File: src/design/sxg_pkg.sv
// sxg_pkg: shared types and constants for the horizontal gradient stream.
// Holds item and result structs, register codes, reset values and queue depths.
// No dependencies.
package sxg_pkg;

	localparam int MAX_WIDTH_DEF = 1024;
	localparam int MAX_HEIGHT_DEF = 1024;

	localparam int PIX_W = 8;
	localparam int COEF_W = 8;
	localparam int DIM_W = 11;
	localparam int GRAD_W = 19;
	localparam int PROD_W = COEF_W + PIX_W + 1;
	localparam int NUM_TAPS = 6;

	localparam int CFG_IDX_W = 3;
	localparam int CFG_DATA_W = DIM_W;

	localparam int MID_DEPTH = 4;
	localparam int OUT_DEPTH = 4;
	localparam int SETTLE_CYCLES = 2;

	typedef enum logic [CFG_IDX_W-1:0] {
		REG_COEF_UP_LEFT,
		REG_COEF_UP_RIGHT,
		REG_COEF_LEFT,
		REG_COEF_RIGHT,
		REG_COEF_DOWN_LEFT,
		REG_COEF_DOWN_RIGHT,
		REG_LINE_WIDTH,
		REG_LINE_COUNT
	} reg_idx_t;

	typedef logic signed [COEF_W-1:0] coef_t;

	typedef struct packed {
		coef_t up_left;
		coef_t up_right;
		coef_t left;
		coef_t right;
		coef_t down_left;
		coef_t down_right;
	} coefs_t;

	typedef struct packed {
		coefs_t           coef;
		logic [DIM_W-1:0] line_width;
		logic [DIM_W-1:0] line_count;
	} cfg_t;

	typedef struct packed {
		logic [PIX_W-1:0] pixel;
		logic             is_pad;
		logic             frame_start;
	} pix_t;

	typedef struct packed {
		logic signed [GRAD_W-1:0] gradient;
		logic                     frame_end;
	} res_t;

	// neighbor values of one output pixel, already zeroed outside the image
	typedef struct packed {
		logic [PIX_W-1:0] up_left;
		logic [PIX_W-1:0] up_right;
		logic [PIX_W-1:0] left;
		logic [PIX_W-1:0] right;
		logic [PIX_W-1:0] down_left;
		logic [PIX_W-1:0] down_right;
		logic             frame_end;
	} taps_t;

	localparam coef_t COEF_UP_LEFT_RST = -8'sd16;
	localparam coef_t COEF_UP_RIGHT_RST = 8'sd16;
	localparam coef_t COEF_LEFT_RST = -8'sd32;
	localparam coef_t COEF_RIGHT_RST = 8'sd32;
	localparam coef_t COEF_DOWN_LEFT_RST = -8'sd16;
	localparam coef_t COEF_DOWN_RIGHT_RST = 8'sd16;
	localparam logic [DIM_W-1:0] LINE_WIDTH_RST = 11'd640;
	localparam logic [DIM_W-1:0] LINE_COUNT_RST = 11'd480;

endpackage

File: src/design/sxg_regs.sv
// sxg_regs: configuration register file (coefficients and image size).
// Depends on sxg_pkg.
module sxg_regs (
	input  logic                               clk,
	input  logic                               arst_n,
	input  logic                               cfg_valid,
	output logic                               cfg_ready,
	input  logic [sxg_pkg::CFG_IDX_W-1:0]      cfg_index,
	input  logic [sxg_pkg::CFG_DATA_W-1:0]     cfg_data,
	output sxg_pkg::cfg_t                      cfg,
	output logic                               cfg_wr
);

	sxg_pkg::cfg_t cfg_q;

	assign cfg_ready = 1'b1;
	assign cfg_wr = cfg_valid && cfg_ready;
	assign cfg = cfg_q;

	always_ff @(posedge clk or negedge arst_n) begin
		if (!arst_n) begin
			cfg_q.coef.up_left <= sxg_pkg::COEF_UP_LEFT_RST;
			cfg_q.coef.up_right <= sxg_pkg::COEF_UP_RIGHT_RST;
			cfg_q.coef.left <= sxg_pkg::COEF_LEFT_RST;
			cfg_q.coef.right <= sxg_pkg::COEF_RIGHT_RST;
			cfg_q.coef.down_left <= sxg_pkg::COEF_DOWN_LEFT_RST;
			cfg_q.coef.down_right <= sxg_pkg::COEF_DOWN_RIGHT_RST;
			cfg_q.line_width <= sxg_pkg::LINE_WIDTH_RST;
			cfg_q.line_count <= sxg_pkg::LINE_COUNT_RST;
		end else if (cfg_wr) begin
			case (sxg_pkg::reg_idx_t'(cfg_index))
				sxg_pkg::REG_COEF_UP_LEFT: begin
					cfg_q.coef.up_left <= cfg_data[sxg_pkg::COEF_W-1:0];
				end
				sxg_pkg::REG_COEF_UP_RIGHT: begin
					cfg_q.coef.up_right <= cfg_data[sxg_pkg::COEF_W-1:0];
				end
				sxg_pkg::REG_COEF_LEFT: begin
					cfg_q.coef.left <= cfg_data[sxg_pkg::COEF_W-1:0];
				end
				sxg_pkg::REG_COEF_RIGHT: begin
					cfg_q.coef.right <= cfg_data[sxg_pkg::COEF_W-1:0];
				end
				sxg_pkg::REG_COEF_DOWN_LEFT: begin
					cfg_q.coef.down_left <= cfg_data[sxg_pkg::COEF_W-1:0];
				end
				sxg_pkg::REG_COEF_DOWN_RIGHT: begin
					cfg_q.coef.down_right <= cfg_data[sxg_pkg::COEF_W-1:0];
				end
				sxg_pkg::REG_LINE_WIDTH: begin
					cfg_q.line_width <= cfg_data[sxg_pkg::DIM_W-1:0];
				end
				sxg_pkg::REG_LINE_COUNT: begin
					cfg_q.line_count <= cfg_data[sxg_pkg::DIM_W-1:0];
				end
				default: begin
				end
			endcase
		end
	end

endmodule

File: config.mk
export PLATFORM = sky130hd
export DESIGN_NAME = sxg_regs
export DESIGN_NICKNAME = d
export VERILOG_FILES = /design/src/design/sxg_pkg.sv /design/src/design/sxg_regs.sv
export SDC_FILE = /design/constraint.sdc
export NUM_CORES = 1
export LEC_CHECK = 0
export ABC_CLOCK_PERIOD_IN_PS = 800
export BUFFER_PORTS_ARGS = -buffer_cell sky130_fd_sc_hd__buf_2
export CORE_MARGIN = 3
export CORE_UTILIZATION = 45
export CTS_CLUSTER_SIZE = 24
export DETAILED_ROUTE_END_ITERATION = 12
export PLACE_DENSITY = 0.87
export SLEW_MARGIN = 20
export SYNTH_ARGS = -nofsm -noshare
export SYNTH_HDL_FRONTEND = slang
export SYNTH_SLANG_ARGS = --single-unit
export TNS_END_PERCENT = 30
File: constraint.sdc
create_clock -name clk -period 0.8 [get_ports clk]
set_input_delay 0.04 -clock clk [delete_from_list [all_inputs] [get_ports clk]]
set_output_delay 0.04 -clock clk [all_outputs]
set_load 0.02 [all_outputs]
==> metrics <==
P&R area growth vs syn 41.8%; clk_skew 0 ps; Routed WL approximately 6300 microns; vias in the first global route about 1.9k; nets 284; sequential cell area fraction in the yosys report 0.648; setup repair after global routing missed its margin true; top cell type by total area after synthesis sky130_fd_sc_hd__dfrtp_1; primary flip-flop cell chosen by synthesis mapping sky130_fd_sc_hd__dfrtp_1; total inserted antenna cells 0; synthesized flop and latch total 70; number of enable flip-flop cells after synthesis 0; Rows 27; violations in the final reports negative setup slack; max-slew violation count 0; busiest layer in global routing met2; number of max-cap violations 0; Placed Instances about 320; distinct cell type count after synthesis 12; wire length of the first global-routing pass around 10000 microns; dominant cells by area after synthesis sky130_fd_sc_hd__dfrtp_1 (46%), sky130_fd_sc_hd__mux2_2 (29%), sky130_fd_sc_hd__dfstp_2 (19%), sky130_fd_sc_hd__and4bb_2 (1.4%), sky130_fd_sc_hd__buf_2 (1.3%); static leakage 1.83 nW; final critical delay including setup and external delays 1040 ps; residual DRC count 0; net count of the mapped netlist 177; x dimension of the die between 80 and 90 microns; number of buffers added by the clock tree synthesis step 9; area enclosed by the die boundary 7070 sq um; number of instances in the synthesized netlist 160; Overflow after GRT 0; peak supply drop approximately 1.4 mV; count of warnings emitted by yosys 0; count of endpoints failing setup in the final report 76; I/O pin cnt roughly 90; area of the placeable core 5710 sq um; Routed WL per cell 18.2 microns; top fanout value on the critical path 2; clock network latency to the later pin of the worst-skew pair approximately 330 ps; peak clock frequency supported by timing approximately 0.96 GHz; design area between 3000 and 4000 sq um; TritonCTS clock tree built; Largest stage delay, worst path roughly 550 ps; DRT antenna net count 0; mean post-synth cell area approximately 17 sq um; fraction of post-synthesis cell area in the top cell type by area 0.456; initial antenna violation count 0; final period utilization 1.30; worst min-delay path class in -> reg; final cell count without fillers approximately 340; GPL Wtd Cong 0.713; Final Hold Viols 0; WS Path Type reg -> out; number of optimization iterations in the first detailed-route pass 5; Synth top cells by count sky130_fd_sc_hd__mux2_2 (70), sky130_fd_sc_hd__dfrtp_1 (50), sky130_fd_sc_hd__dfstp_2 (20); total via count in the routed design around 1.7k; met3 usage in global routing 0.0503; status finished with violations; Power, Total between 0.01 and 0.015 W; Final Worst Setup Slack -244 ps; cell area after placement roughly 3400 sq um; met1 usage in global routing 0.233; Chip Height 84.1 microns; maximum buffer depth of the clock tree 2; largest net degree at the start of global routing between 70 and 80; Setup Total Neg Slack -10560 ps; most frequently used cell type in the post-synthesis netlist sky130_fd_sc_hd__mux2_2; crit path max-delay cell type sky130_fd_sc_hd__dfstp_2; required time of the critical path 760 ps; CP bufs+invs 1; HPWL after detailed placement 4210 microns; Largest register FFs 70; number of fill cells 406; Starting DRT DRC Count 48; Clock Tree Root sky130_fd_sc_hd__clkbuf_8; gate family responsible for the most delay along the worst path flip-flops; number of I/O port buffers slightly below 90; type of element launching the critical path flop; initial standard-cell utilization of the core 0.481; capturing element type of the critical path output port; total standard cell area after synthesis around 2700 sq um; pre-CTS setup slack -382 ps; level count of the clock H-tree 3; per-cell via count in the routed design 5.04; chain of cells forming the critical path buf_6; ratio of cells with drive above 1 in the final layout 0.779; data arrival time of the critical path 1000 ps; share of flip-flops with an asynchronous set or reset 1.00; global-route met2 utilization 0.308; total power density per cell area between 2000 and 3000 nW/um^2; clock slew at the register clock pins of the worst setup and hold paths roughly 80 ps; Global Route Usage Sum 0.188; clock sink total 70
==> power breakdown <==
part / internal [W] / leakage [nW] / switching (W)
clock: 0.00143 / 0.0904 / 0.00126
combinational: 0.00182 / 0.927 / 0.00177
sequential: 0.00449 / 0.810 / 0.000488
==> cell usage in the layout (no fill, tap or decap) <==
cell type,instances
sky130_fd_sc_hd__and4bb_2,2
sky130_fd_sc_hd__and4bb_4,1
sky130_fd_sc_hd__buf_12,5
sky130_fd_sc_hd__buf_2,52
sky130_fd_sc_hd__buf_4,11
sky130_fd_sc_hd__buf_6,35
sky130_fd_sc_hd__bufinv_16,1
sky130_fd_sc_hd__clkbuf_1,3
sky130_fd_sc_hd__clkbuf_8,9
sky130_fd_sc_hd__clkinv_2,2
sky130_fd_sc_hd__clkinvlp_4,1
sky130_fd_sc_hd__conb_1,1
sky130_fd_sc_hd__dfrtp_1,50
sky130_fd_sc_hd__dfstp_2,20
sky130_fd_sc_hd__dlygate4sd3_1,4
sky130_fd_sc_hd__mux2_2,56
sky130_fd_sc_hd__mux2_4,14
sky130_fd_sc_hd__nand4_1,1
sky130_fd_sc_hd__nand4b_1,1
sky130_fd_sc_hd__nand4b_2,1
sky130_fd_sc_hd__nand4b_4,1
sky130_fd_sc_hd__nor4b_4,1
==> timing repair <==
item / CTS / global route
hold buffers: 4 / 0
setup endpoints to repair: 76 / 86
pin swaps: 0 / 0
setup buffers: 2 / 4
hold endpoints to repair: 56 / 0
gates resized for setup: 48 / 26
==> kinds of logic (layout without fill, tap and decap cells) <==
kind of cell | Yosys count | after routing | synth area share
buffers and inverters | 11 | 123 | 0.0251
flip-flops | 70 | 70 | 0.648
multiplexers | 70 | 70 | 0.287
other | 1 | 1 | 0.00137
AND/OR/NAND/NOR | 8 | 8 | 0.0388
==> through the flow <==
step / hold WS [ps] / util
finish: 50.2 / 0.681
global route: 53.7 / 0.681
CTS: 38.5 / 0.661
detailed placement: 101 / 0.593
global placement: 89.3 / 0.593
floorplan: -256 / -
==> per-layer routing <==
layer  share of wire  routed length (microns)  up-vias
met2            0.50                     3120       56
met4           0.013                       82        0
li1                -                        -      775
met3           0.064                      404        6
met1            0.42                     2660      896
met5               0                        0        -
==> path summary, 6_finish.rpt <==
path	start	to	slack (ps)	cells after the start
setup / recovery	cfg[43]	cfg[43]	-240	1
hold / removal	cfg_data[3]	cfg[57]	50	2
setup reg to reg	cfg[49]	cfg[49]	-120	2
hold reg to reg	cfg[9]	cfg[9]	500	1
max in group asynchronous	arst_n	cfg[35]	200	3
min in group asynchronous	arst_n	cfg[11]	250	3
==> layout make-up <==
| type | instances | area, sq um | share of cell area |
|---|---|---|---|
| Clock buffer | 12 | 135 | 0.0347 |
| Clock inverter | 4 | 47.5 | 0.0122 |
| Multi-Input combinational cell | 79 | 963 | 0.248 |
| Sequential cell | 70 | 1780 | 0.457 |
| Tap cell | 72 | 90.1 | 0.0232 |
| Timing Repair Buffer | 107 | 877 | 0.225 |
Power figures use the tool's default switching activity.
