==> src/design/sxg_fifo.sv <==
// sxg_fifo: small synchronous queue with registered storage.
// Used between front and back and on the result side. Depends on nothing.
module sxg_fifo #(
	parameter int WIDTH = 8,
	parameter int DEPTH = 4
) (
	input  logic             clk,
	input  logic             arst_n,
	input  logic             wr,
	input  logic [WIDTH-1:0] wdata,
	output logic             full,
	input  logic             rd,
	output logic [WIDTH-1:0] rdata,
	output logic             empty
);

	localparam int PW = (DEPTH > 1) ? $clog2(DEPTH) : 1;
	localparam int NW = $clog2(DEPTH + 1);

	logic [WIDTH-1:0] mem_q [DEPTH];
	logic [PW-1:0]    wr_ptr_q;
	logic [PW-1:0]    rd_ptr_q;
	logic [NW-1:0]    count_q;
	logic             wr_en;
	logic             rd_en;

	assign full = (count_q == NW'(DEPTH));
	assign empty = (count_q == '0);
	assign wr_en = wr && !full;
	assign rd_en = rd && !empty;
	assign rdata = mem_q[rd_ptr_q];

	always_ff @(posedge clk or negedge arst_n) begin
		if (!arst_n) begin
			wr_ptr_q <= '0;
			rd_ptr_q <= '0;
			count_q <= '0;
		end else begin
			if (wr_en) begin
				wr_ptr_q <= (wr_ptr_q == PW'(DEPTH - 1)) ? '0 : wr_ptr_q + 1'b1;
			end
			if (rd_en) begin
				rd_ptr_q <= (rd_ptr_q == PW'(DEPTH - 1)) ? '0 : rd_ptr_q + 1'b1;
			end
			if (wr_en && !rd_en) begin
				count_q <= count_q + 1'b1;
			end else if (!wr_en && rd_en) begin
				count_q <= count_q - 1'b1;
			end
		end
	end

	always_ff @(posedge clk) begin
		if (wr_en) begin
			mem_q[wr_ptr_q] <= wdata;
		end
	end

endmodule

==> config.mk <==
export PLATFORM = sky130hd
export DESIGN_NAME = sxg_fifo
export DESIGN_NICKNAME = d
export VERILOG_FILES = /design/src/design/sxg_fifo.sv
export SDC_FILE = /design/constraint.sdc
export NUM_CORES = 1
export LEC_CHECK = 0
export ABC_AREA = 1
export ABC_CLOCK_PERIOD_IN_PS = 1850
export BUFFER_PORTS_ARGS = -buffer_cell sky130_fd_sc_hd__buf_2
export CAP_MARGIN = 0
export CORE_UTILIZATION = 36
export CTS_BUF_LIST = sky130_fd_sc_hd__clkbuf_4
export DETAILED_ROUTE_END_ITERATION = 16
export GPL_TIMING_DRIVEN = 0
export PLACE_DENSITY_LB_ADDON = 0.08
export SKIP_LAST_GASP = 1
export SLEW_MARGIN = 20
export SYNTH_ARGS = -nofsm -noshare
export SYNTH_HDL_FRONTEND = slang
export SYNTH_SLANG_ARGS = --single-unit
==> constraint.sdc <==
create_clock -name clk -period 1.85 [get_ports clk]
set_input_delay 0.185 -clock clk [delete_from_list [all_inputs] [get_ports clk]]
set_output_delay 0.185 -clock clk [all_outputs]
set_load 0.02 [all_outputs]
==> results.md, run 1 <==
* NetSw at between 1 and 1.5 mW
* Antenna-violating nets left at 0
* Mean Syn Cell Area at between 10 and 15 um^2
* Final Max Tran Viols at 0
* Reg clk slew, reported paths at around 0.12 ns
* Largest net degree at the start of global routing at 13
* Initial antenna violation count at 0
* Via density at 4.62
* CP arrival at 1.98 ns
* Setup crit end kind: flip-flop
* Max VDD drop at 0.000595 V
* Initial Utilization at a little under two fifths
* Reg-to-reg slack, setup at about 0.092 ns
* Max_cap viols at 0
* Io pins at 22
* Remaining Overflow, GRT at 0
* Avg WL per Cell at about 13 um
* Hold Crit Class: input pin to flip-flop
* RSZ-0062 raised after global routing: true
* Site Rows at 25
* Die W at 71.9 um
* Skew final at 0.00985 ns
* Achievable Freq at about 570 MHz
* Remaining DRCs at 0
* DR pass1 iterations at 4
* Wl on met1 at 1.39 mm
* Dpl hpwl at 2.23 mm
* GRT Resource Usage Total at between 10 and 15%
* Clk pwr share at a little over an eighth
* # diodes at 0
* Seq/Total Area, Yosys at around 65%
* Inserted Clock Buffers at 5
* Final Setup Violations at 0
* Pre-CTS WS at -0.0570 ns
* Hold Fails Final Rpt at 0
* Die Y at ~72 um
* Final WL at between 3 and 4 mm
* Yosys reg bits at 39
* Synth Instances at 154
* IO Port Bufs at 21
* Flop pwr share at 40.5%
* CP Max Fanout at 7
* CTS Root Cell: clkbuf_4
* CTS tree: done
* Pwr per Cell Area at roughly 1500 mW/mm^2
* Crit share post-route at between 90% and 100%
* Pint at ~1.9 mW
* Final #Nets at about 200
* Worst setup margin at approximately 0.092 ns
* Status: completed
* RePlAce Congestion at slightly above 0.8
* Comb power frac at between 40 and 50%
* Syn Nets at approximately 170
* Fraction of power spent switching nets at between 40% and 50%
* Min Tclk post-route at 1.76 ns
* # clock sinks at 39
* Metal2 WL at around 1.7 mm
* Uppermost layer routed: met4
* CTS max path bufs at 2
* Clock latency on the worst-skew pair at about 0.35 ns
* Global-route wire length before repair at ~5.4 mm
* Lkg Pwr at between 0.9 and 1 nW
* Worst setup SP type: flip-flop
* Worst Path Required at 2.07 ns
* Routed wl met3 at about 120 um
* Layout area overhead at 16.8%
* Max H-tree Level at 2
* Yosys cell types at 16
* Syn. warnings at 0
* Iter 0 DRT Violations at 70
* Final Power at 3.16 mW
* Worst-margin pin slew at just over 0.8 ns
* Commonest non-fill, non-tap cell in the layout: nand2_1
* Filler cells at approximately 470
* Slew margin rel. at 44.5%
* Total die area at around 0.0052 mm^2
* Share of layout cells above drive strength 1 at roughly 23%
* Mapped Area at 0.00176 mm^2
* Most frequent cells in the layout: nand2_1 (37), edfxtp_1 (32), inv_1 (29)
* Core Area at approximately 0.0047 mm^2
* Crit path kind: flip-flop to flip-flop
* Vias at around 1200
* Number of global-route vias before repair at 1125
what timing repair did:
item / 4_1_cts / 5_1_grt
setup endpoints to repair: 20 / 15
resized for setup: 2 / 5
hold endpoints to repair: 7 / 0
hold buffers: 1 / 0
setup buffers: 2 / 0
pin swaps: 1 / 1
sequential cells by signal, summed over array words and instances, names as in the netlist:
| name | count |
|---|---|
| count_q | 3 |
| mem_q | 32 |
| wr_ptr_q | 2 |
| rd_ptr_q | 2 |
kinds of logic (layout without fill, tap and decap cells):
| logic type | after synthesis | count (layout) | synth area share (%) |
|---|---|---|---|
| AOI/OAI and AO/OA | 17 | 17 | 7.40 |
| and+or+nand+nor | 53 | 53 | 12.1 |
| adders and majority gates | 7 | 7 | 5.41 |
| xor gates and xnor gates | 1 | 1 | 0.498 |
| buffers and inverters | 37 | 69 | 10.0 |
| DFF | 39 | 39 | 64.6 |
path summary, 6_finish.rpt:
kind,startpoint,end,cells after the start
worst max-delay path,count_q[1],count_q[1],9
max in group asynchronous,arst_n,count_q[1],2
min in group asynchronous,arst_n,rd_ptr_q[1],2
worst min register to register,wr_ptr_q[1],wr_ptr_q[1],2
worst min-delay path,wdata[5],mem_q[1][5],1
worst max register to register,count_q[1],count_q[1],9
cells in the mapped netlist (all sizes together):
cell	number	share of area (%)
buf	5	3.2
dfrtp	7	10
edfxtp	32	55
fa	1	1.1
ha	6	4.3
inv	32	6.8
nand2	39	8.5
nand3	7	2.0
nand4	1	0.36
nor2	6	1.3
o211ai	16	7.1
o21ai	1	0.28
xnor2	1	0.50
layout make-up:
type	count	area (um^2)	area share, %
clock buffer	5	37.5	1.83
tap	67	83.8	4.08
clock inverter	3	15.0	0.731
timing repair buffer	24	130	6.33
sequential	39	1140	55.3
inverter	32	124	6.03
multi-input combinational	78	472	23.0
buffer	5	56.3	2.74
per-layer routing:
layer  up-vias  global-route usage, %
met4         0                   7.63
li1        571                      -
met3         7                   3.61
met5         -                      0
met2        22                   23.6
met1       568                   17.5
power groups by stage:
stage / Sequential (mW) / Clock, mW / Combinational (mW)
CTS: 1.28 / 0.422 / 1.48
global placement: 1.29 / 0 / 1.39
finish: 1.28 / 0.410 / 1.47
global route: 1.30 / 0.464 / 1.66
detailed placement: 1.30 / 0 / 1.43
floorplan: 1.28 / 0 / 1.02
through the flow:
| step | util [%] | TNS (ns) | std cells | instance area, um^2 | hold slack, ns |
|---|---|---|---|---|---|
| final | 43.5 | 0 | 253 | 2050 | 0.0474 |
| after global routing | 43.5 | -0.0301 | 253 | 2050 | 0.0350 |
| after CTS | 43.1 | 0 | 253 | 2040 | 0.0371 |
| after detailed placement | 41.2 | -0.0851 | 242 | 1950 | 0.0331 |
| after global placement | 41.2 | 0 | 242 | 1950 | 0.0277 |
| after floorplan | - | 0 | 154 | 1760 | -0.111 |
critical path, cell delays in order (launching register included):
cell and delay, ns:
dfrtp_1 0.42, inv_2 0.10, nand3_4 0.10, nand2_4 0.11, inv_1 0.05, ha_1 0.20
inv_1 0.09, fa_1 0.42, nand2_1 0.07, o21ai_0 0.08
No activity file was read; power rests on OpenSTA's default activity.
==> run 2, diff against run 1 <==
- BUFFER_PORTS_ARGS: -buffer_cell sky130_fd_sc_hd__buf_2 -> -buffer_cell sky130_fd_sc_hd__clkbuf_2
==> run 2 against run 1 <==
  * Clock-buffer cell count did not move
  * Total power is 4.9% higher
  * Critical path depth increased by 1
  * First-iteration DRC count down 50%
  * Utilization grew 0.53 points
  * Final cell count unchanged
  * Register-to-register slack hardly changed
  * Sequential share of layout area down 0.67 points
  * Largest cell class unchanged
==> results.md, run 2 (synthesis gave the netlist of run 1 again) <==
* Status: completed
* Crit share post-route at 95.8% (+0.79 points)
* Met2 usage at 23.8% (+0.21 points)
* Setup crit end kind: flip-flop
* DR pass1 iterations at 4 (unchanged)
* Final core utilization at 44.0% (+0.53 points)
* Final Max Tran Viols at 0 (unchanged)
* Hold Fails Final Rpt at 0 (unchanged)
* Commonest non-fill, non-tap cell in the layout: nand2_1
* Lkg Pwr at 0.927 nW (+2.8%)
* Largest registers: mem_q x32, count_q x3
* Via density at 4.55 (-1.4%)
* Layout area overhead at 18.2%
* CTS max path bufs at 2 (unchanged)
* IO Port Bufs at 21 (unchanged)
* Initial Utilization at 37.2% (unchanged)
* Crit path kind: flip-flop to flip-flop
* Pwr per Cell Area at 1600 mW/mm^2 (+3.7%)
* Skew final at 0.00991 ns (+0.0000569 ns)
* # diodes at 0 (unchanged)
* Met3 Resource Use GR at 3.75% (+0.14 points)
* Slew margin rel. at 46.2% (+1.7 points)
* Clk pwr share at 17.2% (+4.2 points)
* Max_cap viols at 0 (unchanged)
* Io pins at 22 (unchanged)
* Max VDD drop at 0.000586 V (-1.5%)
* Max H-tree Level at 2 (unchanged)
* Core Area at 0.00472 mm^2 (unchanged)
* Remaining Overflow, GRT at 0 (unchanged)
* Achievable Freq at 564 MHz (-0.82%)
* Hold Crit Class: input pin to flip-flop
* Worst R2R Path Depth at 10 (+1)
* Die W at 71.9 um (unchanged)
* Worst setup SP type: flip-flop
* Vias at 1152 (-1.4%)
* CP max stage delay at 0.44 ns (+0.02 ns)
* Pint at 2.00 mW (+7.5%)
* NetSw at 1.32 mW (+1.3%)
* Worst Path Required at 2.10 ns (+0.03 ns)
* Crit-path cells: inv_1 -> nand3_2 -> nand2_2 -> ha_1 -> inv_1 -> fa_1 -> nand2_1 -> nand3_1 -> nand2_1 -> nand2_1
* Final #Nets at 204 (unchanged)
* Max reg flops at 32 (unchanged)
* RSZ-0062 raised after global routing: true
* Share of layout cells above drive strength 1 at 23.1% (+0.54 points)
* Die Y at 71.9 um (unchanged)
* Site Rows at 25 (unchanged)
* Antenna-violating nets left at 0 (unchanged)
* Most Crowded Layer GR: met2
* CP max stage cell: dfrtp_1
* # clock sinks at 39 (unchanged)
* Setup TNS at 0 ns (unchanged)
* Min Tclk post-route at 1.77 ns (+0.0146 ns)
* Initial antenna violation count at 0 (unchanged)
* Most frequent cells in the layout: nand2_1 (37), edfxtp_1 (32), inv_1 (30)
* Final WL at 3.21 mm (-0.31%)
* Fraction of power spent switching nets at 39.7% (-1.4 points)
* Remaining DRCs at 0 (unchanged)
* Total die area at 0.00517 mm^2 (unchanged)
* Comb power frac at 44.2% (-2.3 points)
* RePlAce Congestion at 0.814 (about the same)
* CP arrival at 2.02 ns (+0.04 ns)
* Flop pwr share at 38.6% (-1.9 points)
* Met1 Use GR at 17.0% (-0.53 points)
* Final Setup Violations at 0 (unchanged)
* CP delay by family, top: adder cells
* CP Depth at 10 (+1)
* Avg WL per Cell at 12.7 um (-0.31%)
* Iter 0 DRT Violations at 35 (-50%)
* Largest reg by FF count: mem_q
* GRT Resource Usage Total at 14.2% (-0.15 points)
* Clock latency on the worst-skew pair at 0.35 ns (about the same)
* Worst path bufs/invs at 2 (-1)
* Worst-margin pin slew at 0.804 ns (-0.0258 ns)
* Hold Crit Depth at 1 (unchanged)
* CP dominant cell by count: nand2_1
* Reg clk slew, reported paths at 0.13 ns (about the same)
* CTS Root Cell: clkbuf_4
* Largest net degree at the start of global routing at 14 (+1)
* Number of global-route vias before repair at 1106 (-1.7%)
* CP Max Fanout at 4 (-3)
* Dpl hpwl at 2.25 mm (+0.65%)
* Global-route wire length before repair at 5.30 mm (-1.0%)
* CTS tree: done
* Inserted Clock Buffers at 5 (unchanged)
-- run 2: cell types whose count changed in the layout (fill, tap and decap cells not counted) --
cell        previous run  this run
clkinv_2               0         1
clkinv_1               2         0
bufinv_16              0         1
clkinv_4               0         1
inv_1                 29        30
clkbuf_2               0        21
clkinvlp_4             2         0
buf_2                 21         0
-- run 2: area by class of cell --
| cell class | count | area, um^2 |
|---|---|---|
| fillers | 452 | 2640 |
| flip-flops and latches | 39 | 1140 |
| multi-input cells | 78 | 472 |
| repair buffers | 24 | 130 |
| inverters | 32 | 120 |
| well taps | 67 | 83.8 |
| plain buffers | 5 | 56.3 |
| clock inverters | 3 | 43.8 |
| clock buffers | 5 | 37.5 |
-- run 2: per-stage QoR --
step | power, mW | setup slack [ns] | instance area [um^2] | cells | hold slack [ns]
final | 3.32 | 0.0771 | 2080 | 253 | 0.0443
after global placement | 2.68 | 0.0139 | 1950 | 242 | 0.0323
after floorplan | 2.30 | 0.157 | 1760 | 154 | -0.111
after CTS | 3.33 | 0.00587 | 2060 | 253 | 0.0410
after global routing | 3.56 | -0.0225 | 2080 | 253 | 0.0286
after detailed placement | 2.73 | -0.0534 | 1950 | 242 | 0.0426
-- run 2: final timing paths --
path / start / endpoint / slack [ns]
min in group asynchronous: arst_n / rd_ptr_q[1] / 0.21
max reg2reg: count_q[2] / count_q[2] / 0.08
max in group asynchronous: arst_n / wr_ptr_q[0] / 1.47
min reg2reg: wr_ptr_q[1] / wr_ptr_q[1] / 0.55
max: count_q[2] / count_q[2] / 0.08
min: wdata[2] / mem_q[1][2] / 0.04
-- run 2: routing by layer --
layer | routed length (um) | up-vias
met3 | 131 | 7
met2 | 1670 | 28
met1 | 1350 | 550
li1 | - | 567
met4 | 65 | 0
met5 | 0 | -
-- run 2: repair_timing --
| item | CTS | global route |
|---|---|---|
| cloned | 0 | 0 |
| pin swaps | 1 | 0 |
| setup buffers | 2 | 0 |
| hold buffers | 1 | 0 |
| endpoints found under the setup margin | 18 | 18 |
| endpoints found under the hold margin | 7 | 0 |
| resized for setup | 1 | 5 |
-- run 2: power by group through the flow --
| stage | sequential, mW | clock (mW) | combinational, mW |
|---|---|---|---|
| CTS | 1.28 | 0.582 | 1.47 |
| global route | 1.30 | 0.621 | 1.63 |
| global placement | 1.29 | 0 | 1.39 |
| detailed placement | 1.30 | 0 | 1.43 |
| finish | 1.28 | 0.572 | 1.47 |
| floorplan | 1.28 | 0 | 1.02 |
