## src/design/sxg_pkg.sv

```systemverilog
// sxg_pkg: shared types and constants for the horizontal gradient stream.
// Holds item and result structs, register codes, reset values and queue depths.
// No dependencies.
package sxg_pkg;

	localparam int MAX_WIDTH_DEF = 1024;
	localparam int MAX_HEIGHT_DEF = 1024;

	localparam int PIX_W = 8;
	localparam int COEF_W = 8;
	localparam int DIM_W = 11;
	localparam int GRAD_W = 19;
	localparam int PROD_W = COEF_W + PIX_W + 1;
	localparam int NUM_TAPS = 6;

	localparam int CFG_IDX_W = 3;
	localparam int CFG_DATA_W = DIM_W;

	localparam int MID_DEPTH = 4;
	localparam int OUT_DEPTH = 4;
	localparam int SETTLE_CYCLES = 2;

	typedef enum logic [CFG_IDX_W-1:0] {
		REG_COEF_UP_LEFT,
		REG_COEF_UP_RIGHT,
		REG_COEF_LEFT,
		REG_COEF_RIGHT,
		REG_COEF_DOWN_LEFT,
		REG_COEF_DOWN_RIGHT,
		REG_LINE_WIDTH,
		REG_LINE_COUNT
	} reg_idx_t;

	typedef logic signed [COEF_W-1:0] coef_t;

	typedef struct packed {
		coef_t up_left;
		coef_t up_right;
		coef_t left;
		coef_t right;
		coef_t down_left;
		coef_t down_right;
	} coefs_t;

	typedef struct packed {
		coefs_t           coef;
		logic [DIM_W-1:0] line_width;
		logic [DIM_W-1:0] line_count;
	} cfg_t;

	typedef struct packed {
		logic [PIX_W-1:0] pixel;
		logic             is_pad;
		logic             frame_start;
	} pix_t;

	typedef struct packed {
		logic signed [GRAD_W-1:0] gradient;
		logic                     frame_end;
	} res_t;

	// neighbor values of one output pixel, already zeroed outside the image
	typedef struct packed {
		logic [PIX_W-1:0] up_left;
		logic [PIX_W-1:0] up_right;
		logic [PIX_W-1:0] left;
		logic [PIX_W-1:0] right;
		logic [PIX_W-1:0] down_left;
		logic [PIX_W-1:0] down_right;
		logic             frame_end;
	} taps_t;

	localparam coef_t COEF_UP_LEFT_RST = -8'sd16;
	localparam coef_t COEF_UP_RIGHT_RST = 8'sd16;
	localparam coef_t COEF_LEFT_RST = -8'sd32;
	localparam coef_t COEF_RIGHT_RST = 8'sd32;
	localparam coef_t COEF_DOWN_LEFT_RST = -8'sd16;
	localparam coef_t COEF_DOWN_RIGHT_RST = 8'sd16;
	localparam logic [DIM_W-1:0] LINE_WIDTH_RST = 11'd640;
	localparam logic [DIM_W-1:0] LINE_COUNT_RST = 11'd480;

endpackage

```

## src/design/sxg_back.sv

```systemverilog
// sxg_back: multiply-accumulate pipeline, six products then one sum.
// Issues work only when the result queue has a free slot. Depends on sxg_pkg.
module sxg_back (
	input  logic           clk,
	input  logic           arst_n,
	input  sxg_pkg::coefs_t coef,
	input  logic           mid_empty,
	input  sxg_pkg::taps_t mid_data,
	output logic           mid_pop,
	output logic           res_valid,
	output sxg_pkg::res_t  res,
	input  logic           res_taken
);

	localparam int IW = $clog2(sxg_pkg::OUT_DEPTH + 1);
	localparam int NT = sxg_pkg::NUM_TAPS;

	logic [IW-1:0] inflight_q;

	logic                               v_s2;
	logic                               end_s2;
	logic signed [sxg_pkg::PROD_W-1:0]  prod_s2 [NT];
	logic                               v_s3;
	logic                               end_s3;
	logic signed [sxg_pkg::GRAD_W-1:0]  sum_s3;
	logic signed [sxg_pkg::GRAD_W-1:0]  sum_c;

	function automatic logic signed [sxg_pkg::PROD_W-1:0] mul(
		input sxg_pkg::coef_t c,
		input logic [sxg_pkg::PIX_W-1:0] px
	);
		mul = c * $signed({1'b0, px});
	endfunction

	assign mid_pop = !mid_empty && (inflight_q < IW'(sxg_pkg::OUT_DEPTH));

	always_ff @(posedge clk or negedge arst_n) begin
		if (!arst_n) begin
			inflight_q <= '0;
			v_s2 <= 1'b0;
			v_s3 <= 1'b0;
		end else begin
			v_s2 <= mid_pop;
			v_s3 <= v_s2;
			if (mid_pop && !res_taken) begin
				inflight_q <= inflight_q + 1'b1;
			end else if (!mid_pop && res_taken) begin
				inflight_q <= inflight_q - 1'b1;
			end
		end
	end

	always_ff @(posedge clk) begin
		prod_s2[0] <= mul(coef.up_left, mid_data.up_left);
		prod_s2[1] <= mul(coef.up_right, mid_data.up_right);
		prod_s2[2] <= mul(coef.left, mid_data.left);
		prod_s2[3] <= mul(coef.right, mid_data.right);
		prod_s2[4] <= mul(coef.down_left, mid_data.down_left);
		prod_s2[5] <= mul(coef.down_right, mid_data.down_right);
		end_s2 <= mid_data.frame_end;
		sum_s3 <= sum_c;
		end_s3 <= end_s2;
	end

	always_comb begin
		sum_c = '0;
		for (int k = 0; k < NT; k++) begin
			sum_c = sum_c + sxg_pkg::GRAD_W'(prod_s2[k]);
		end
	end

	assign res_valid = v_s3;
	assign res.gradient = sum_s3;
	assign res.frame_end = end_s3;

endmodule

```

## config.mk

```make
export PLATFORM = sky130hd
export DESIGN_NAME = sxg_back
export DESIGN_NICKNAME = d
export VERILOG_FILES = /design/src/design/sxg_pkg.sv /design/src/design/sxg_back.sv
export SDC_FILE = /design/constraint.sdc
export NUM_CORES = 1
export LEC_CHECK = 0
export BUFFER_PORTS_ARGS = -buffer_cell sky130_fd_sc_hd__buf_4
export CAP_MARGIN = 15
export CELL_PAD_IN_SITES_DETAIL_PLACEMENT = 1
export CELL_PAD_IN_SITES_GLOBAL_PLACEMENT = 1
export CORE_ASPECT_RATIO = 1.4
export CORE_UTILIZATION = 40
export CTS_CLUSTER_DIAMETER = 200
export DETAILED_ROUTE_END_ITERATION = 6
export PLACE_DENSITY_LB_ADDON = 0.1
export SLEW_MARGIN = 10
export SYNTH_ARGS = -nofsm -noshare
export SYNTH_HDL_FRONTEND = slang
export SYNTH_SLANG_ARGS = --single-unit
```

## constraint.sdc

```tcl
create_clock -name clk -period 11.19 [get_ports clk]
set_input_delay 2.238 -clock clk [delete_from_list [all_inputs] [get_ports clk]]
set_output_delay 2.238 -clock clk [all_outputs]
set_load 0.01 [all_outputs]
```

==> run_results.csv, run 1 <==
group,metric,value,unit
sta,clock.fmax,161,MHz
synthesis,yosysSeqAreaShare,14.0,%
synthesis,synth-xor-area-share,3.88,%
critical_path,r2r_cells,13,
cts,clockBufferDepth,2,
sta,post-route-period-util,55.4,%
cts,cts_buffers,17,
sta,tightest_slew,0.795,ns
cts,clockRootBuffer,"clkbuf_16",
die,rows,92,
die,core_region_area,45400,um2
critical_path,critPathMaxFanout,7,
critical_path,crit_arrival,6.43,ns
hold_path,hp-start,"end_s2",
global_routing,grt_use_total,19.7,%
global_routing,grt_overflow,0,
cts,cts_tree,"built",
finish,drive_gt1_share,8.11,%
sta,finalSetupViolations,0,
critical_path,critical_path.startpoint_type,"primary input",
routing,drtIter0Drc,229,
placement,portBuffers,122,
routing,first_pass_iters,4,
die,initial_core_util,40.8,%
global_routing,antenna_found_initial,1,
finish,diodes,0,
die,boundaryPins,123,
finish,syn_to_final_growth,12.2,%
critical_path,cp_top_family,"adder cells",
placement,place.gp.congestion,0.822,
cts,post_cts_buffers,0,
synthesis,synth_top_area_share,31.6,%
job,drv_cap,0,
cts,clk_pin_slew,0.06,ns
finish,layout_commonest_cell,"inv_1",
hold_path,min_path_type,"reg -> reg",
finish,num-fill-cells,5338,
synthesis,yosys-top-cells-area,"fa_1, ha_1, dfxtp_1",
synthesis,synth_mux_area_share,0.223,%
synthesis,yosysTopAreaCell,"fa_1",
critical_path,regToRegEndpoint,"sum_s3[18]",
critical_path,worst_setup_path_end_kind,"flop",
sta,rsz0062_at_grt,"false",
sta,slew_headroom,46.8,%
sta,period_needed,6.20,ns
finish,mostFrequentLayoutCells,"inv_1, fa_1, ha_1",
synthesis,synth_area_per_cell,9.40,um2
synthesis,synth_flop_cell,"dfxtp_1",
cts,cts.sinks,128,
synthesis,synth_top_family_by_area,"adder cells",
die,die_x,184,um
synthesis,synthesis.area,18500,um2
die,die_h,256,um
critical_path,r2r-start,"prod_s2[4][1]",
synthesis,synth-simple-area-share,15.6,%
global_routing,grt_first_pass_wirelength,73800,um
routing,drc,0,
synthesis,syn_nets,2637,
routing,num_vias,13089,
routing,wl_per_cell,15.7,um
routing,drt_wl_total,43000,um
critical_path,path_buf_inv,5,
sta,final-hold-violation-count,0,
routing,postRouteAntennaNets,0,
synthesis,async_reset_ff_share,3.91,%
critical_path,reg2reg_slack,7.15,ns
sta,slew_viol_final,0,
synthesis,yosys_warnings,0,
run_status,status,"finished clean",
critical_path,path_class,"in -> reg",
synthesis,synth_compound_area_share,6.21,%
placement,hpwl,37800,um
critical_path,required,11.43,ns
critical_path,max_stage_delay,0.74,ns
synthesis,synth_edf_count,0,
synthesis,synth_cell_types,60,
critical_path,cpMaxStageDelayCell,"a2111oi_1",
synthesis,synthAdderAreaFrac,50.3,%
synthesis,ys_ff_latch,128,
critical_path,crit_chain,"buf_4 > inv_1 > fa_1 > fa_1 > inv_1 > fa_1 > inv_1 > fa_1 > inv_1 > ha_1 > o21a_1 > o21ai_1 > a21o_2 > mux2i_1 > a2111oi_1",
hold_path,min_to,"end_s3",
global_routing,first_global_vias,14941,
cts,htreeDepth,4,
cts,cts-hold-fix-buffers,0,
sta,fin_worst_skew,0.0156,ns
die,dieArea,47100,um2
global_routing,grt_start_max_net_pins,17,
routing,viasPerCell,4.79,
synthesis,syn_inst,1968,
cts,clkLatencyLatePin,0.42,ns
hold_path,min_path_cells,0,
sta,finalSetupTns,0,ns
cts,cts_resized,0,
finish,fin_nets,2777,
==> metal layers <==
metal | up-vias | track usage [%] | wire [um]
met5 | - | 0 | 0
met4 | 0 | 3.68 | 511
met3 | 37 | 1.75 | 842
met2 | 138 | 37.5 | 23400
met1 | 6609 | 23.8 | 18200
li1 | 6305 | - | -
==> cells by family after synthesis <==
kind of cell / after synthesis
compound gates: 165
xor+xnor: 82
fa+ha+maj: 568
buf+inv: 481
flops: 128
mux: 4
simple gates: 540
==> cells in the mapped netlist, types with 9 or more instances <==
cell,instances
xor2_1,24
nand2_1,115
o21ai_0,25
o21a_1,9
a21oi_1,43
inv_1,479
and2_1,256
dfxtp_1,123
nand2b_1,24
a21o_1,25
nor2_1,82
nor2b_1,14
xnor2_1,58
nor3_1,17
ha_1,276
fa_1,292
==> sequential cells by signal, summed over array words and instances, names as in the netlist <==
signal	cells
end_s2	1
end_s3	1
inflight_q	3
prod_s2	102
res_valid	1
sum_s3	19
v_s2	1
==> worst max path at each step <==
stage              from              to  slack, ns  cells after the start
2_1_floorplan  coef[23]  prod_s2[3][14]       5.19                     14
3_3_place_gp   coef[47]  prod_s2[0][16]       4.40                     15
3_5_place_dp   coef[47]  prod_s2[0][16]       4.48                     15
4_1_cts        coef[47]  prod_s2[0][16]       4.88                     15
5_1_grt        coef[47]  prod_s2[0][16]       4.77                     15
6_report       coef[47]  prod_s2[0][16]       4.99                     15
==> metrics by stage <==
stage / hold WS [ns] / cells / setup WS [ns] / instance area, um2 / util (%)
after floorplan: 0.310 / 1968 / 5.19 / 18500 / -
after global placement: 0.315 / 2700 / 4.40 / 20200 / 44.5
after detailed placement: 0.317 / 2700 / 4.48 / 20200 / 44.5
after CTS: 0.342 / 2732 / 4.88 / 20800 / 45.8
after global routing: 0.354 / 2732 / 4.77 / 20800 / 45.8
final: 0.342 / 2732 / 4.99 / 20800 / 45.8
==> cell type report <==
class | count | area (um2) | share of cell area, %
clock buffer | 17 | 425 | 2.05
clock inverter | 15 | 161 | 0.778
inverter | 480 | 1800 | 8.68
multi-input combinational | 1359 | 14100 | 67.9
sequential | 128 | 2590 | 12.5
tap | 611 | 764 | 3.68
timing repair buffer | 122 | 916 | 4.41
==> worst register-to-register path, cell delays in order, from the launching register on <==
cell and delay [ns]:
dfxtp_1 0.39, inv_1 0.09, fa_1 0.51, fa_1 0.46
fa_1 0.51, inv_1 0.04, ha_1 0.22, fa_1 0.50
a211oi_2 0.23, nor2_1 0.13, o41ai_2 0.30, o221ai_1 0.20
a21oi_1 0.24, xnor2_1 0.15
Power of run 1 is left out: the tool's default activity adds up to more than one toggle a clock period on the data nets, which glitch-free logic cannot reach.
==> run 2, diff against run 1 <==
- clock period: 11.19 -> 5.69 ns (I/O delays scaled with it)
==> run 2 against run 1 <==
  * Worst hold slack lost 0.012 ns
  * Cell count is the same
  * Count of clock-buffer cells in the layout grew 6
  * First-iteration DRC count shrank 7.0%
  * Register-to-register slack lost 5.5 ns
  * Global-route usage shrank 0.17 points
  * Cell area is essentially flat
==> run_results.csv, run 2 (synthesis results as in run 1) <==
group,metric,value,unit
run_status,status,"finished clean",
die,initial_core_util,40.8,%
sta,tightest_slew,0.777,ns
cts,clockRootBuffer,"clkbuf_16",
critical_path,crit_chain,"buf_4 > inv_1 > fa_1 > fa_1 > inv_1 > fa_1 > inv_1 > fa_1 > inv_1 > ha_1 > o21a_1 > o21ai_1 > a21o_2 > mux2i_1 > a2111oi_1",
critical_path,critical_path.startpoint_type,"primary input",
critical_path,critPathMaxFanout,7,
critical_path,cp_top_family,"adder cells",
sta,final-hold-violation-count,0,
finish,reg.largest.list,"prod_s2: 102 flops, sum_s3: 19 flops, inflight_q: 3 flops",
routing,drt_wl_total,43200,um
critical_path,path_class,"in -> reg",
finish,syn_to_final_growth,12.2,%
critical_path,cpMaxStageDelayCell,"a2111oi_1",
sta,slew_viol_final,0,
finish,drive_gt1_share,7.97,%
cts,clkLatencyLatePin,0.42,ns
sta,period_needed,5.12,ns
placement,portBuffers,122,
global_routing,grt_first_pass_wirelength,73300,um
routing,postRouteAntennaNets,0,
cts,clk_pin_slew,0.06,ns
critical_path,worst_setup_path_end_kind,"flop",
sta,finalSetupViolations,0,
die,dieArea,47100,um2
finish,post-route-util,45.8,%
routing,num_vias,13066,
finish,largest_register_ffs,102,
global_routing,grt_start_max_net_pins,17,
finish,mostFrequentLayoutCells,"inv_1, fa_1, ha_1",
routing,drc,0,
routing,wl_per_cell,15.8,um
global_routing,grt_overflow,0,
cts,cts.sinks,128,
cts,cts_tree,"built",
cts,post_cts_buffers,0,
sta,clock.fmax,195,MHz
routing,first_pass_iters,4,
cts,htreeDepth,4,
critical_path,path_buf_inv,5,
die,boundaryPins,123,
critical_path,required,5.93,ns
sta,fin_worst_skew,0.0115,ns
routing,drtIter0Drc,213,
finish,layout_commonest_cell,"inv_1",
global_routing,first_global_vias,14793,
critical_path,max_stage_delay,0.72,ns
cts,cts-hold-fix-buffers,0,
finish,largest-register,"prod_s2",
critical_path,crit_arrival,5.35,ns
die,die_h,256,um
finish,diodes,0,
die,die_x,184,um
cts,cts_resized,0,
cts,clockBufferDepth,2,
die,rows,92,
job,drv_cap,0,
placement,place.gp.congestion,0.822,
die,core_region_area,45400,um2
placement,hpwl,38000,um
global_routing,antenna_found_initial,0,
global_routing,grt_use_total,19.5,%
cts,cts_buffers,17,
sta,post-route-period-util,89.9,%
hold_path,min_path_type,"reg -> reg",
routing,viasPerCell,4.78,
sta,rsz0062_at_grt,"false",
finish,fin_nets,2777,
sta,slew_headroom,48.1,%
==> run 2: cell types whose count changed in the layout (fill, tap and decap cells not counted), sizes merged <==
| cell | previous run | this run |
|---|---|---|
| clkinvlp | 1 | 2 |
| clkinv | 10 | 6 |
| inv | 482 | 479 |
| clkbuf | 17 | 23 |
==> run 2: layout make-up <==
type / count / area (um2)
Fill cell: 5318 / 24600
Multi-Input combinational cell: 1359 / 14100
Sequential cell: 128 / 2590
Inverter: 480 / 1800
Timing Repair Buffer: 122 / 916
Tap cell: 611 / 764
Clock buffer: 23 / 478
Clock inverter: 9 / 108
==> run 2: worst register-to-register path: cells and delay by family (launching register included) <==
| kind | cells | cell delay (ns) |
|---|---|---|
| fa+ha+maj | 5 | 2.20 |
| compound gates | 4 | 0.97 |
| flops | 1 | 0.39 |
| xor+xnor | 1 | 0.15 |
| simple gates | 1 | 0.13 |
| buf+inv | 2 | 0.12 |
==> run 2: through the flow <==
stage          cells  area [um2]  hold slack (ns)  setup WS (ns)  TNS (ns)
2_1_floorplan   1968       18500            0.310          0.790         0
3_3_place_gp    2700       20200            0.315       -0.00230  -0.00230
3_5_place_dp    2700       20200            0.317        -0.0147   -0.0147
4_1_cts         2732       20700            0.333          0.379         0
5_1_grt         2732       20700            0.345          0.326         0
6_report        2732       20700            0.329          0.575         0
==> run 2: final timing paths <==
| kind | start | to | slack (ns) | cells past startpoint |
|---|---|---|---|---|
| max | coef[47] | prod_s2[0][16] | 0.57 | 15 |
| min | end_s2 | end_s3 | 0.33 | 0 |
| max reg2reg | prod_s2[4][1] | sum_s3[18] | 1.67 | 13 |
| min reg2reg | end_s2 | end_s3 | 0.33 | 0 |
| max in group asynchronous | arst_n | inflight_q[0] | 5.07 | 1 |
| min in group asynchronous | arst_n | inflight_q[2] | 0.51 | 1 |
==> run 2: routing by layer <==
layer | track usage, % | up-vias | wire [um]
met1 | 23.4 | 6610 | 18400
met3 | 1.36 | 29 | 629
met5 | 0 | - | 0
met2 | 37.9 | 128 | 23800
met4 | 3.10 | 0 | 429
li1 | - | 6299 | -
Power of run 2 is left out for the same reason.
